## src/nrps_pkg.sv

```systemverilog
// Shared types, widths and codes for the nearest-range steering block.
package nrps_pkg;

    localparam int MAX_SAMPLES  = 4096;
    localparam int IDX_W        = $clog2(MAX_SAMPLES);
    localparam int CNT_W        = $clog2(MAX_SAMPLES + 1);

    localparam int RANGE_W      = 20;
    localparam int START_W      = 23;
    localparam int STEP_W       = 21;
    localparam int GAIN_W       = 16;
    localparam int CFG_DATA_W   = 23;
    localparam int CFG_IDX_W    = 3;
    localparam int CMD_W        = 32;
    localparam int TYPE_W       = 2;

    localparam int PROD1_W      = STEP_W + IDX_W + 1;
    localparam int ANGLE_W      = ((PROD1_W > START_W) ? PROD1_W : START_W) + 1;
    localparam int MUL_A_W      = (ANGLE_W > RANGE_W + 1) ? ANGLE_W : RANGE_W + 1;
    localparam int MUL_B_W      = (GAIN_W > IDX_W + 1) ? GAIN_W : IDX_W + 1;
    localparam int PROD_W       = MUL_A_W + MUL_B_W;
    localparam int GAIN_FRAC    = 8;

    localparam int IN_DATA_W    = 24;
    localparam int OUT_DATA_W   = 88;

    localparam logic [RANGE_W-1:0] SEED_MM = RANGE_W'(999000);

    localparam logic [CFG_IDX_W-1:0] CFG_VALID_MIN  = 3'd0;
    localparam logic [CFG_IDX_W-1:0] CFG_VALID_MAX  = 3'd1;
    localparam logic [CFG_IDX_W-1:0] CFG_START      = 3'd2;
    localparam logic [CFG_IDX_W-1:0] CFG_STEP       = 3'd3;
    localparam logic [CFG_IDX_W-1:0] CFG_TURN_GAIN  = 3'd4;
    localparam logic [CFG_IDX_W-1:0] CFG_DRIVE_GAIN = 3'd5;

    localparam logic KIND_SAMPLE = 1'b0;
    localparam logic KIND_STOP   = 1'b1;

    localparam logic [TYPE_W-1:0] CMD_TURN  = 2'd0;
    localparam logic [TYPE_W-1:0] CMD_DRIVE = 2'd1;
    localparam logic [TYPE_W-1:0] CMD_ZERO  = 2'd2;
    localparam logic [TYPE_W-1:0] CMD_STOP  = 2'd3;

    typedef struct packed {
        logic [RANGE_W-1:0] valid_min_mm;
        logic [RANGE_W-1:0] valid_max_mm;
        logic [START_W-1:0] start_angle_urad;
        logic [STEP_W-1:0]  step_angle_urad;
        logic [GAIN_W-1:0]  turn_gain;
        logic [GAIN_W-1:0]  drive_gain;
    } nrps_cfg_t;

    typedef enum logic [2:0] {
        ST_IDLE,
        ST_IDX_MUL,
        ST_ANGLE,
        ST_GAIN_MUL,
        ST_SCALE,
        ST_DONE
    } nrps_state_t;

endpackage

```

## src/nrps_cfg.sv

```systemverilog
// Configuration register bank.
module nrps_cfg
    import nrps_pkg::*;
(
    input  logic                  clk,
    input  logic                  rst_n,
    input  logic                  cfg_we,
    input  logic [CFG_IDX_W-1:0]  cfg_index,
    input  logic [CFG_DATA_W-1:0] cfg_data,
    output nrps_cfg_t             cfg
);

    nrps_cfg_t cfg_reg;
    nrps_cfg_t cfg_next;

    always_comb
    begin
        cfg_next = cfg_reg;
        if (cfg_we)
        begin
            case (cfg_index)
                CFG_VALID_MIN:  cfg_next.valid_min_mm     = cfg_data[RANGE_W-1:0];
                CFG_VALID_MAX:  cfg_next.valid_max_mm     = cfg_data[RANGE_W-1:0];
                CFG_START:      cfg_next.start_angle_urad = cfg_data[START_W-1:0];
                CFG_STEP:       cfg_next.step_angle_urad  = cfg_data[STEP_W-1:0];
                CFG_TURN_GAIN:  cfg_next.turn_gain        = cfg_data[GAIN_W-1:0];
                CFG_DRIVE_GAIN: cfg_next.drive_gain       = cfg_data[GAIN_W-1:0];
                default:        cfg_next = cfg_reg;
            endcase
        end
    end

    always_ff @(posedge clk or negedge rst_n)
    begin
        if (!rst_n)
        begin
            cfg_reg.valid_min_mm     <= '0;
            cfg_reg.valid_max_mm     <= RANGE_W'(30000);
            cfg_reg.start_angle_urad <= START_W'(-3141593);
            cfg_reg.step_angle_urad  <= STEP_W'(1534);
            cfg_reg.turn_gain        <= GAIN_W'(256);
            cfg_reg.drive_gain       <= GAIN_W'(256);
        end
        else
        begin
            cfg_reg <= cfg_next;
        end
    end

    assign cfg = cfg_reg;

endmodule

```

## src/nrps_mul.sv

```systemverilog
// Shared signed multiplier with registered product.
module nrps_mul
    import nrps_pkg::*;
(
    input  logic                      clk,
    input  logic signed [MUL_A_W-1:0] a,
    input  logic signed [MUL_B_W-1:0] b,
    output logic signed [PROD_W-1:0]  p
);

    logic signed [PROD_W-1:0] p_reg;
    logic signed [PROD_W-1:0] p_next;

    always_comb
    begin
        p_next = PROD_W'(a) * PROD_W'(b);
    end

    always_ff @(posedge clk)
    begin
        p_reg <= p_next;
    end

    assign p = p_reg;

endmodule

```

## src/nrps_ctrl.sv

```systemverilog
// Scan search, command sequencer and output register.
module nrps_ctrl
    import nrps_pkg::*;
(
    input  logic                      clk,
    input  logic                      rst_n,
    input  nrps_cfg_t                 cfg,
    input  logic                      s_tvalid,
    output logic                      s_tready,
    input  logic [IN_DATA_W-1:0]      s_tdata,
    input  logic                      s_tuser,
    input  logic                      s_tlast,
    output logic                      m_tvalid,
    input  logic                      m_tready,
    output logic [OUT_DATA_W-1:0]     m_tdata,
    output logic [TYPE_W-1:0]         m_tuser,
    output logic signed [MUL_A_W-1:0] mul_a,
    output logic signed [MUL_B_W-1:0] mul_b,
    input  logic signed [PROD_W-1:0]  mul_p
);

    nrps_state_t state_reg, state_next;

    logic [RANGE_W-1:0]       best_range_reg, best_range_next;
    logic [IDX_W-1:0]         best_index_reg, best_index_next;
    logic [CNT_W-1:0]         sample_count_reg, sample_count_next;
    logic                     turn_next_reg, turn_next_next;
    logic                     stopped_reg, stopped_next;
    logic                     turn_sel_reg, turn_sel_next;
    logic [TYPE_W-1:0]        pend_type_reg, pend_type_next;
    logic signed [ANGLE_W-1:0] angle_reg, angle_next;

    logic                     m_valid_reg, m_valid_next;
    logic [TYPE_W-1:0]        o_type_reg, o_type_next;
    logic [CMD_W-1:0]         o_turn_reg, o_turn_next;
    logic [CMD_W-1:0]         o_drive_reg, o_drive_next;
    logic                     o_stop_reg, o_stop_next;
    logic [RANGE_W-1:0]       o_near_reg, o_near_next;

    logic                     accept;
    logic                     out_free;
    logic [RANGE_W-1:0]       in_range;
    logic                     in_req;
    logic                     hit;
    logic signed [PROD_W-1:0] p_adj;
    logic signed [PROD_W-1:0] quo;
    logic [CMD_W-1:0]         sat_val;
    logic                     ovf;

    assign in_range = s_tdata[RANGE_W-1:0];
    assign in_req   = s_tdata[RANGE_W];
    assign s_tready = (state_reg == ST_IDLE);
    assign accept   = s_tvalid && s_tready;
    assign out_free = !m_valid_reg || m_tready;

    assign hit = (in_range <= best_range_reg) && (in_range >= cfg.valid_min_mm)
              && (in_range <= cfg.valid_max_mm);

    // operand select: index product, then angle or range times gain
    always_comb
    begin
        if (state_reg == ST_IDX_MUL)
        begin
            mul_a = MUL_A_W'($signed(cfg.step_angle_urad));
            mul_b = $signed({{(MUL_B_W-IDX_W){1'b0}}, best_index_reg});
        end
        else if (turn_sel_reg)
        begin
            mul_a = MUL_A_W'(angle_reg);
            mul_b = MUL_B_W'($signed(cfg.turn_gain));
        end
        else
        begin
            mul_a = $signed({{(MUL_A_W-RANGE_W){1'b0}}, best_range_reg});
            mul_b = MUL_B_W'($signed(cfg.drive_gain));
        end
    end

    // divide by 256 toward zero, then clamp to 32 bits
    always_comb
    begin
        p_adj   = mul_p + (mul_p[PROD_W-1] ? PROD_W'((1 << GAIN_FRAC) - 1) : PROD_W'(0));
        quo     = p_adj >>> GAIN_FRAC;
        ovf     = (quo[PROD_W-1:CMD_W-1] != {(PROD_W-CMD_W+1){quo[PROD_W-1]}});
        sat_val = ovf ? {quo[PROD_W-1], {(CMD_W-1){!quo[PROD_W-1]}}} : quo[CMD_W-1:0];
    end

    always_comb
    begin
        state_next        = state_reg;
        best_range_next   = best_range_reg;
        best_index_next   = best_index_reg;
        sample_count_next = sample_count_reg;
        turn_next_next    = turn_next_reg;
        stopped_next      = stopped_reg;
        turn_sel_next     = turn_sel_reg;
        pend_type_next    = pend_type_reg;
        angle_next        = angle_reg;
        m_valid_next      = m_valid_reg && !m_tready;
        o_type_next       = o_type_reg;
        o_turn_next       = o_turn_reg;
        o_drive_next      = o_drive_reg;
        o_stop_next       = o_stop_reg;
        o_near_next       = o_near_reg;

        case (state_reg)
            ST_IDLE:
            begin
                if (accept)
                begin
                    if (s_tuser == KIND_STOP)
                    begin
                        stopped_next   = in_req;
                        pend_type_next = CMD_STOP;
                        state_next     = ST_DONE;
                    end
                    else
                    begin
                        if (sample_count_reg < CNT_W'(MAX_SAMPLES))
                        begin
                            if (hit)
                            begin
                                best_range_next = in_range;
                                best_index_next = sample_count_reg[IDX_W-1:0];
                            end
                            sample_count_next = sample_count_reg + 1'b1;
                        end
                        if (s_tlast)
                        begin
                            turn_sel_next = turn_next_reg;
                            if (stopped_reg)
                            begin
                                pend_type_next = CMD_ZERO;
                                state_next     = ST_DONE;
                            end
                            else if (turn_next_reg)
                            begin
                                state_next = ST_IDX_MUL;
                            end
                            else
                            begin
                                state_next = ST_GAIN_MUL;
                            end
                        end
                    end
                end
            end

            ST_IDX_MUL:
            begin
                state_next = ST_ANGLE;
            end

            ST_ANGLE:
            begin
                angle_next = mul_p[ANGLE_W-1:0]
                           + ANGLE_W'($signed(cfg.start_angle_urad));
                state_next = ST_GAIN_MUL;
            end

            ST_GAIN_MUL:
            begin
                state_next = ST_SCALE;
            end

            ST_SCALE:
            begin
                if (out_free)
                begin
                    m_valid_next      = 1'b1;
                    o_type_next       = turn_sel_reg ? CMD_TURN : CMD_DRIVE;
                    o_turn_next       = turn_sel_reg ? sat_val : '0;
                    o_drive_next      = turn_sel_reg ? '0 : sat_val;
                    o_stop_next       = stopped_reg;
                    o_near_next       = best_range_reg;
                    turn_next_next    = !turn_sel_reg;
                    best_range_next   = SEED_MM;
                    best_index_next   = '0;
                    sample_count_next = '0;
                    state_next        = ST_IDLE;
                end
            end

            ST_DONE:
            begin
                if (out_free)
                begin
                    m_valid_next = 1'b1;
                    o_type_next  = pend_type_reg;
                    o_turn_next  = '0;
                    o_drive_next = '0;
                    o_stop_next  = stopped_reg;
                    o_near_next  = '0;
                    if (pend_type_reg == CMD_ZERO)
                    begin
                        best_range_next   = SEED_MM;
                        best_index_next   = '0;
                        sample_count_next = '0;
                    end
                    state_next = ST_IDLE;
                end
            end

            default:
            begin
                state_next = ST_IDLE;
            end
        endcase
    end

    always_ff @(posedge clk or negedge rst_n)
    begin
        if (!rst_n)
        begin
            state_reg        <= ST_IDLE;
            best_range_reg   <= SEED_MM;
            best_index_reg   <= '0;
            sample_count_reg <= '0;
            turn_next_reg    <= 1'b0;
            stopped_reg      <= 1'b0;
            m_valid_reg      <= 1'b0;
        end
        else
        begin
            state_reg        <= state_next;
            best_range_reg   <= best_range_next;
            best_index_reg   <= best_index_next;
            sample_count_reg <= sample_count_next;
            turn_next_reg    <= turn_next_next;
            stopped_reg      <= stopped_next;
            m_valid_reg      <= m_valid_next;
        end
    end

    always_ff @(posedge clk)
    begin
        turn_sel_reg  <= turn_sel_next;
        pend_type_reg <= pend_type_next;
        angle_reg     <= angle_next;
        o_type_reg    <= o_type_next;
        o_turn_reg    <= o_turn_next;
        o_drive_reg   <= o_drive_next;
        o_stop_reg    <= o_stop_next;
        o_near_reg    <= o_near_next;
    end

    assign m_tvalid = m_valid_reg;
    assign m_tuser  = o_type_reg;
    assign m_tdata  = {{(OUT_DATA_W-2*CMD_W-1-RANGE_W){1'b0}},
                       o_near_reg, o_stop_reg, o_drive_reg, o_turn_reg};

endmodule

```

## src/nearest_range_p_steer.sv

```systemverilog
// Top level of the nearest-range proportional steering block.
// Range samples enter on the s_ stream, one request each; s_tlast marks the
// last sample of a scan and s_tuser set makes the request an e-stop request.
// Samples that are not last give no result. The last sample of a scan starts
// a command: a linear command goes through the gain multiply and scale states
// to its output register, an angular command first through index multiply and
// angle add (two passes through the one shared multiplier). Zero commands and
// e-stop status use the done state. s_tready is low while a command is formed.
// Commands alternate linear, angular, starting with linear after reset.
// The m_ stream carries one result per scan end or e-stop request, with its
// command type on m_tuser. When the receiver stalls, the result holds in the
// output register; samples keep being accepted, and the next command waits
// for the register to free before completing.
// Reset clears the search state, the alternation and the stop flag, and
// loads the configuration defaults. The cfg_ port writes one register per
// cycle and should be used only while the block is idle.
module nearest_range_p_steer
    import nrps_pkg::*;
(
    input  logic                  clk,
    input  logic                  rst_n,
    input  logic                  cfg_we,
    input  logic [CFG_IDX_W-1:0]  cfg_index,
    input  logic [CFG_DATA_W-1:0] cfg_data,
    input  logic                  s_tvalid,
    output logic                  s_tready,
    input  logic [IN_DATA_W-1:0]  s_tdata,   // range_mm[19:0], stop_request[20]
    input  logic                  s_tuser,   // kind
    input  logic                  s_tlast,   // last_sample
    output logic                  m_tvalid,
    input  logic                  m_tready,
    output logic [OUT_DATA_W-1:0] m_tdata,   // turn_rate[31:0], drive_speed[63:32],
                                             // stop_state[64], nearest_mm[84:65]
    output logic [TYPE_W-1:0]     m_tuser    // command_type
);

    nrps_cfg_t                 cfg;
    logic signed [MUL_A_W-1:0] mul_a;
    logic signed [MUL_B_W-1:0] mul_b;
    logic signed [PROD_W-1:0]  mul_p;

    nrps_cfg u_cfg
    (
        .clk       (clk),
        .rst_n     (rst_n),
        .cfg_we    (cfg_we),
        .cfg_index (cfg_index),
        .cfg_data  (cfg_data),
        .cfg       (cfg)
    );

    nrps_mul u_mul
    (
        .clk (clk),
        .a   (mul_a),
        .b   (mul_b),
        .p   (mul_p)
    );

    nrps_ctrl u_ctrl
    (
        .clk      (clk),
        .rst_n    (rst_n),
        .cfg      (cfg),
        .s_tvalid (s_tvalid),
        .s_tready (s_tready),
        .s_tdata  (s_tdata),
        .s_tuser  (s_tuser),
        .s_tlast  (s_tlast),
        .m_tvalid (m_tvalid),
        .m_tready (m_tready),
        .m_tdata  (m_tdata),
        .m_tuser  (m_tuser),
        .mul_a    (mul_a),
        .mul_b    (mul_b),
        .mul_p    (mul_p)
    );

endmodule

```

## config.mk

```make
export PLATFORM = sky130hd
export DESIGN_NAME = nearest_range_p_steer
export DESIGN_NICKNAME = d
export VERILOG_FILES = /design/src/nrps_pkg.sv /design/src/nrps_cfg.sv /design/src/nrps_mul.sv /design/src/nrps_ctrl.sv /design/src/nearest_range_p_steer.sv
export SDC_FILE = /design/constraint.sdc
export NUM_CORES = 2
export LEC_CHECK = 0
export BUFFER_PORTS_ARGS = -buffer_cell sky130_fd_sc_hd__clkbuf_2
export CAP_MARGIN = 25
export CORE_MARGIN = 3
export CORE_UTILIZATION = 40
export DETAILED_ROUTE_END_ITERATION = 10
export HOLD_SLACK_MARGIN = 0.12
export PLACE_DENSITY = 0.61
export RECOVER_POWER = 100
export REMOVE_ABC_BUFFERS = 1
export SLEW_MARGIN = 5
export SYNTH_ARGS = -nofsm -noshare
export SYNTH_HDL_FRONTEND = slang
export SYNTH_HIERARCHICAL = 1
export SYNTH_SLANG_ARGS = --single-unit
```

## constraint.sdc

```tcl
create_clock -name clk -period 10.5 [get_ports clk]
set_input_delay 2.1 -clock clk [delete_from_list [all_inputs] [get_ports clk]]
set_output_delay 2.1 -clock clk [all_outputs]
set_load 0.1 [all_outputs]
```

Word level (Yosys, flattened, before mapping)
Cells that the tools add are included.
Word-level totals
  register bits: 343
  input port bits: 57
  output and inout bits: 92
  word-level logic and storage cells: 137
Operators by class
  add/sub/neg operators: 3
  $mul: 1
  $lt $le $gt $ge: 4
  equality and inequality tests: 21
  mux-type cells: 54
  bitwise gates (word level): 1
  reductions and logical operators: 31
Operators with widths (count)
  32-bit 2-to-1 mux: 6
  20-bit 2-to-1 mux: 9
  32-bit one-hot mux with 2 select lines: 2
  12-bit 2-to-1 mux: 7
  13-bit 2-to-1 mux: 6
  35-bit 2-to-1 mux: 2
  20-bit one-hot mux with 3 select lines: 1
  51-bit adder: 1
  35-bit by 16-bit multiplier with 51-bit output: 1
  20-bit less-or-equal comparator: 2
  20-bit one-hot mux with 2 select lines: 1
  13-bit one-hot mux with 3 select lines: 1
  12-bit one-hot mux with 3 select lines: 1
  35-bit adder: 1
  16-bit 2-to-1 mux: 2
  20-bit greater-or-equal comparator: 1
  2-bit AND reduction: 8
  3-bit 2-to-1 mux: 5
  3-bit one-hot mux with 5 select lines: 1
  13-bit by 1-bit adder with 13-bit output (second input constant): 1
  13-bit < comparator (second input constant): 1
  3-bit by 2-bit == test with 1-bit output (second input constant): 4
  3-bit == test (second input constant): 4
  11-bit inequality test: 1
  other kinds (21): 46

Longest topological paths before layout
  depth after elaboration: 8
  gate-level depth with buffers: 33
  gate-level depth less buffers: 28

Hierarchy
The synthesis kept the hierarchy.
By module, submodules not included
  nrps_mul: instances 1, cells an instance 2266, area each 20315.7 um^2, sequential area each 1021.0 um^2
  nrps_ctrl: instances 1, cells an instance 1251, area each 12195.4 um^2, sequential area each 5014.8 um^2
  nrps_cfg: instances 1, cells an instance 250, area each 4384.2 um^2, sequential area each 2934.1 um^2

Worst setup path before layout
No wires, ideal clock.
  kind: reg-to-reg
  from: register u_ctrl.state_reg[0]
  to: register u_mul.p_reg[50] (netlist: u_mul/p[50])
  setup time: 122 ps
  arrival time: 7195 ps
  data required time: 10378 ps
  slack: 3183 ps
  cell stages (with the launch flop): 31
  path buffers: 5
  period minus slack after synthesis: 7317 ps
  cell sequence: dfrtp_1 nor2b_1 nor2b_1 clkbuf_1 clkbuf_1 clkbuf_1 nand2_1 o21ai_0 clkbuf_1 clkbuf_1 nand2_1 inv_1 fa_1 fa_1 inv_1 fa_1 inv_1 fa_1 fa_1 inv_1 fa_1 inv_1 ha_1 a21o_1 a21o_1 a21o_1 nor3b_1 a31oi_2 o21ai_0 o21ai_0 xnor2_1
Between the ends
  cells in the longest elaborated chain, start to end: 3
  elaborated cells on any way between the ends: 4
  classes of those cells: mul: 1; eq/ne: 1; mux: 2
RTL lines
  from (decl): line nrps_ctrl.sv:22  | nrps_state_t state_reg, state_next;
  from (signal assigned): line nrps_ctrl.sv:225  | state_reg <= state_next;
  3-bit by 1-bit == test with 1-bit output: line nrps_ctrl.sv:62  | if (state_reg == ST_IDX_MUL)
  16-bit 2-to-1 mux: line nrps_ctrl.sv:62
  named net mul_b[1]: line nearest_range_p_steer.sv:39  | logic signed [MUL_B_W-1:0] mul_b;
  35-bit by 16-bit multiplier with 51-bit output: line nrps_mul.sv:16  | p_next = PROD_W'(a) * PROD_W'(b);
  named net u_mul.p_next[50]: line nrps_mul.sv:12  | logic signed [PROD_W-1:0] p_next;
  to (signal assigned): line nrps_mul.sv:21  | p_reg <= p_next;
  to (decl): line nrps_mul.sv:11  | logic signed [PROD_W-1:0] p_reg;
The timed path passes the listed nets, and every way through them passes these cells.
A chain may end at the register's enable or synchronous reset.

Final worst setup path
  from: register u_ctrl.state_reg[0]
  to: register u_mul.p_reg[49] (netlist: u_mul/p[49])
Between the ends
  cells in the longest elaborated chain, start to end: 3
  elaborated cells on any way between the ends: 4
  classes of those cells: mul: 1; eq/ne: 1; mux: 2
RTL lines
  3-bit by 1-bit == test with 1-bit output: line nrps_ctrl.sv:62
  35-bit 2-to-1 mux: line nrps_ctrl.sv:62
  named net mul_a[23]: line nearest_range_p_steer.sv:38  | logic signed [MUL_A_W-1:0] mul_a;
  35-bit by 16-bit multiplier with 51-bit output: line nrps_mul.sv:16
  named net u_mul.p_next[49]: line nrps_mul.sv:12
The timed path passes the listed nets, and every way through them passes these cells.

==> results.sh <==
export IMPL_multi_input_comb_area_sq_um=24600
export IMPL_drt_iter0_drc=1984
export IMPL_dpl_hpwl_microns=73300
export IMPL_worstPathArrival_ps=9580
export IMPL_cp_max_fo=25
export IMPL_synth_avg_cell_area_sq_um=9.79
export IMPL_nets=4634
export IMPL_start_util=0.407
export IMPL_setup_viol=0
export IMPL_syn_area_sq_um=36900
export IMPL_first_pass_iters=6
export IMPL_clock_tree_root_cell="clkbuf_16"
export IMPL_timing_slew_headroom=-1.55
export IMPL_gp_congestion=0.886
export IMPL_largest_register_ffs=116
export IMPL_antenna_found_initial=1
export IMPL_syn_inst=3767
export IMPL_grt_max_degree=71
export IMPL_rows=110
export IMPL_synth_seq_area_share=0.243
export IMPL_worstMarginPinSlew_ps=3820
export IMPL_status="finished with violations"
export IMPL_grt_pass1_wl_microns=153000
export IMPL_fin_crit_ps=9110
export IMPL_ys_flop_type="dfrtp_1"
export IMPL_portBuffers=142
export IMPL_final_hold_viol_count=0
export IMPL_numClockSinks=342
export IMPL_rsz0062_at_grt="no"
export IMPL_synth_edf_count=124
export IMPL_holdCritPathClass="flip-flop to flip-flop"
export IMPL_grt_usage=0.204
export IMPL_ios=149
export IMPL_failed_checks="capacitance limit, slew limit"
export IMPL_grt_ovfl_total=0
export IMPL_max_cap_viol_count=11
export IMPL_cts_resized=0
export IMPL_slew_violations=438
export IMPL_fmaxAchievable_ghz=0.110
export IMPL_seq_area_sq_um=8970
export IMPL_layout_worst_path_cycle_share=0.867
export IMPL_clk_latency_ps=570
export IMPL_drive_gt1_frac=0.0876
export IMPL_ys_seq_elements=342
export IMPL_cp_end_kind="flip-flop"
export IMPL_cts_hold_buf=0
export IMPL_crit_path_frequent_cell="fa_1"
export IMPL_die_h_microns=310
export IMPL_post_route_util=0.440
export IMPL_slowest_stage="nor2b_1"
export IMPL_wl_per_cell_microns=19.0
export IMPL_nFillCells=8743
export IMPL_worstPathRequired_ps=10970
export IMPL_cts_made_buffers=39
export IMPL_detail_route_vias_per_cell=5.22
export IMPL_crit_path_start_kind="flip-flop"
export IMPL_ys_warn_count=6
export IMPL_die_w_microns=310
export IMPL_path_clk_slew_ps=60
export IMPL_drc=0
export IMPL_postCtsSetupRepairBufs=0
export IMPL_area_delta_synth_final_pct=8.25
export IMPL_wl_microns=95500
export IMPL_vias=26298
export IMPL_cpPeakStageDelay_ps=720
export IMPL_skew_ps=36.8
export IMPL_die_area_sq_um=95900
export IMPL_cts_tree="built"
export IMPL_criticalPathCategory="flip-flop to flip-flop"
export IMPL_fin_tns_setup_ps=0
export IMPL_grt_pass1_vias=27622
export IMPL_route_antenna_remaining_nets=0
export IMPL_core_area_sq_um=90700
export IMPL_async_reset_ff_frac=0.488
export IMPL_cts_htree_levels=2
export IMPL_synth_cell_types=89
export IMPL_clk_path_buf_depth=3
-- metal layers --
| metal | up-vias | GRT usage | wire length [microns] | part of all wire |
|---|---|---|---|---|
| met5 | - | 0 | 0 | 0 |
| met4 | 0 | 0.0637 | 2980 | 0.031 |
| met3 | 122 | 0.0251 | 5370 | 0.056 |
| met2 | 666 | 0.336 | 44500 | 0.47 |
| met1 | 13420 | 0.283 | 42700 | 0.45 |
| li1 | 12090 | - | - | - |
-- through the flow --
stage / cells / hold slack [ps] / worst slack [ps] / instance area [sq um]
global route: 5033 / 508 / 845 / 39900
CTS: 5029 / 490 / 1650 / 40200
finish: 5034 / 495 / 1390 / 39900
global placement: 4955 / 469 / 1740 / 38900
detailed placement: 4957 / 477 / 1680 / 38900
floorplan: 3593 / 447 / 665 / 36100
-- synthesized netlist by cell type, drive strengths merged, types with 38 or more instances --
master / instances / area share
inv: 703 / 0.072
o21ai: 151 / 0.020
nor2: 152 / 0.015
ha: 222 / 0.075
xnor2: 85 / 0.020
o211ai: 38 / 0.0077
mux2i: 58 / 0.016
dfxtp: 51 / 0.028
clkbuf: 134 / 0.014
nand2: 421 / 0.043
buf: 42 / 0.0068
and2: 231 / 0.039
edfxtp: 124 / 0.10
xor2: 47 / 0.011
a21o: 67 / 0.014
mux2: 117 / 0.036
nand3: 40 / 0.0056
dfrtp: 130 / 0.088
fa: 529 / 0.29
a21oi: 97 / 0.014
-- cell usage in the layout, fill, tap and decap left out, types with 31 or more instances in the layout --
cell	n
inv_1	703
fa_1	529
nand2_1	421
and2_1	226
ha_1	222
nor2_1	149
dfrtp_1	130
edfxtp_1	124
o21ai_0	117
clkbuf_1	116
mux2_2	109
a21oi_1	96
xnor2_1	85
a21o_1	67
mux2i_1	58
dfxtp_1	51
clkbuf_2	48
xor2_1	47
clkbuf_16	39
nand3_1	39
o211ai_1	38
dfstp_2	35
o2111ai_1	34
nand4_1	33
buf_4	31
-- layout make-up --
class                           count  share of cell area
Multi-Input combinational cell   2548               0.617
Sequential cell                   342               0.225
Inverter                          703              0.0661
Tap cell                         1176              0.0368
Clock buffer                       56              0.0278
Timing Repair Buffer              192              0.0248
Clock inverter                     16             0.00310
Antenna cell                        1           0.0000627
-- cell families (layout without fill, tap and decap cells) --
family	Yosys count	count (layout)	synth area share
buffers and inverters	879	967	0.0920
XOR/XNOR	132	132	0.0313
AND/OR/NAND/NOR	992	992	0.131
other	1	4	0.000102
adder cells (fa/ha/maj)	751	751	0.362
AO/OA/AOI/OAI	495	495	0.0891
flip-flops	342	342	0.243
multiplexers	175	175	0.0514
-- final timing paths --
path	startpoint	to	slack, ps	cells after the start
setup / recovery	u_ctrl/state_reg[0]$_DFFE_PN0P_	u_mul/p[49]$_DFF_P_	1390	25
hold / removal	u_ctrl/turn_next_reg$_DFFE_PN0P_	u_ctrl/turn_sel_reg$_DFFE_PP_	500	0
setup reg to reg	u_ctrl/state_reg[0]$_DFFE_PN0P_	u_mul/p[49]$_DFF_P_	1390	25
hold reg to reg	u_ctrl/turn_next_reg$_DFFE_PN0P_	u_ctrl/turn_sel_reg$_DFFE_PP_	500	0
max in group asynchronous	rst_n	u_cfg/cfg[74]$_DFFE_PN0P_	2900	3
min in group asynchronous	rst_n	u_ctrl/best_index_reg[0]$_DFFE_PN0P_	2470	1
-- critical path, delay by kind of cell (launching register included) --
kind / cells / cell delay, ps
fa+ha+maj: 7 / 3450
compound gates: 8 / 2720
simple gates: 5 / 1680
buf+inv: 4 / 480
flops: 1 / 470
xor+xnor: 1 / 180
Power is left out: the tool's default activity adds up to more than one toggle a clock period on the data nets, which glitch-free logic cannot reach.
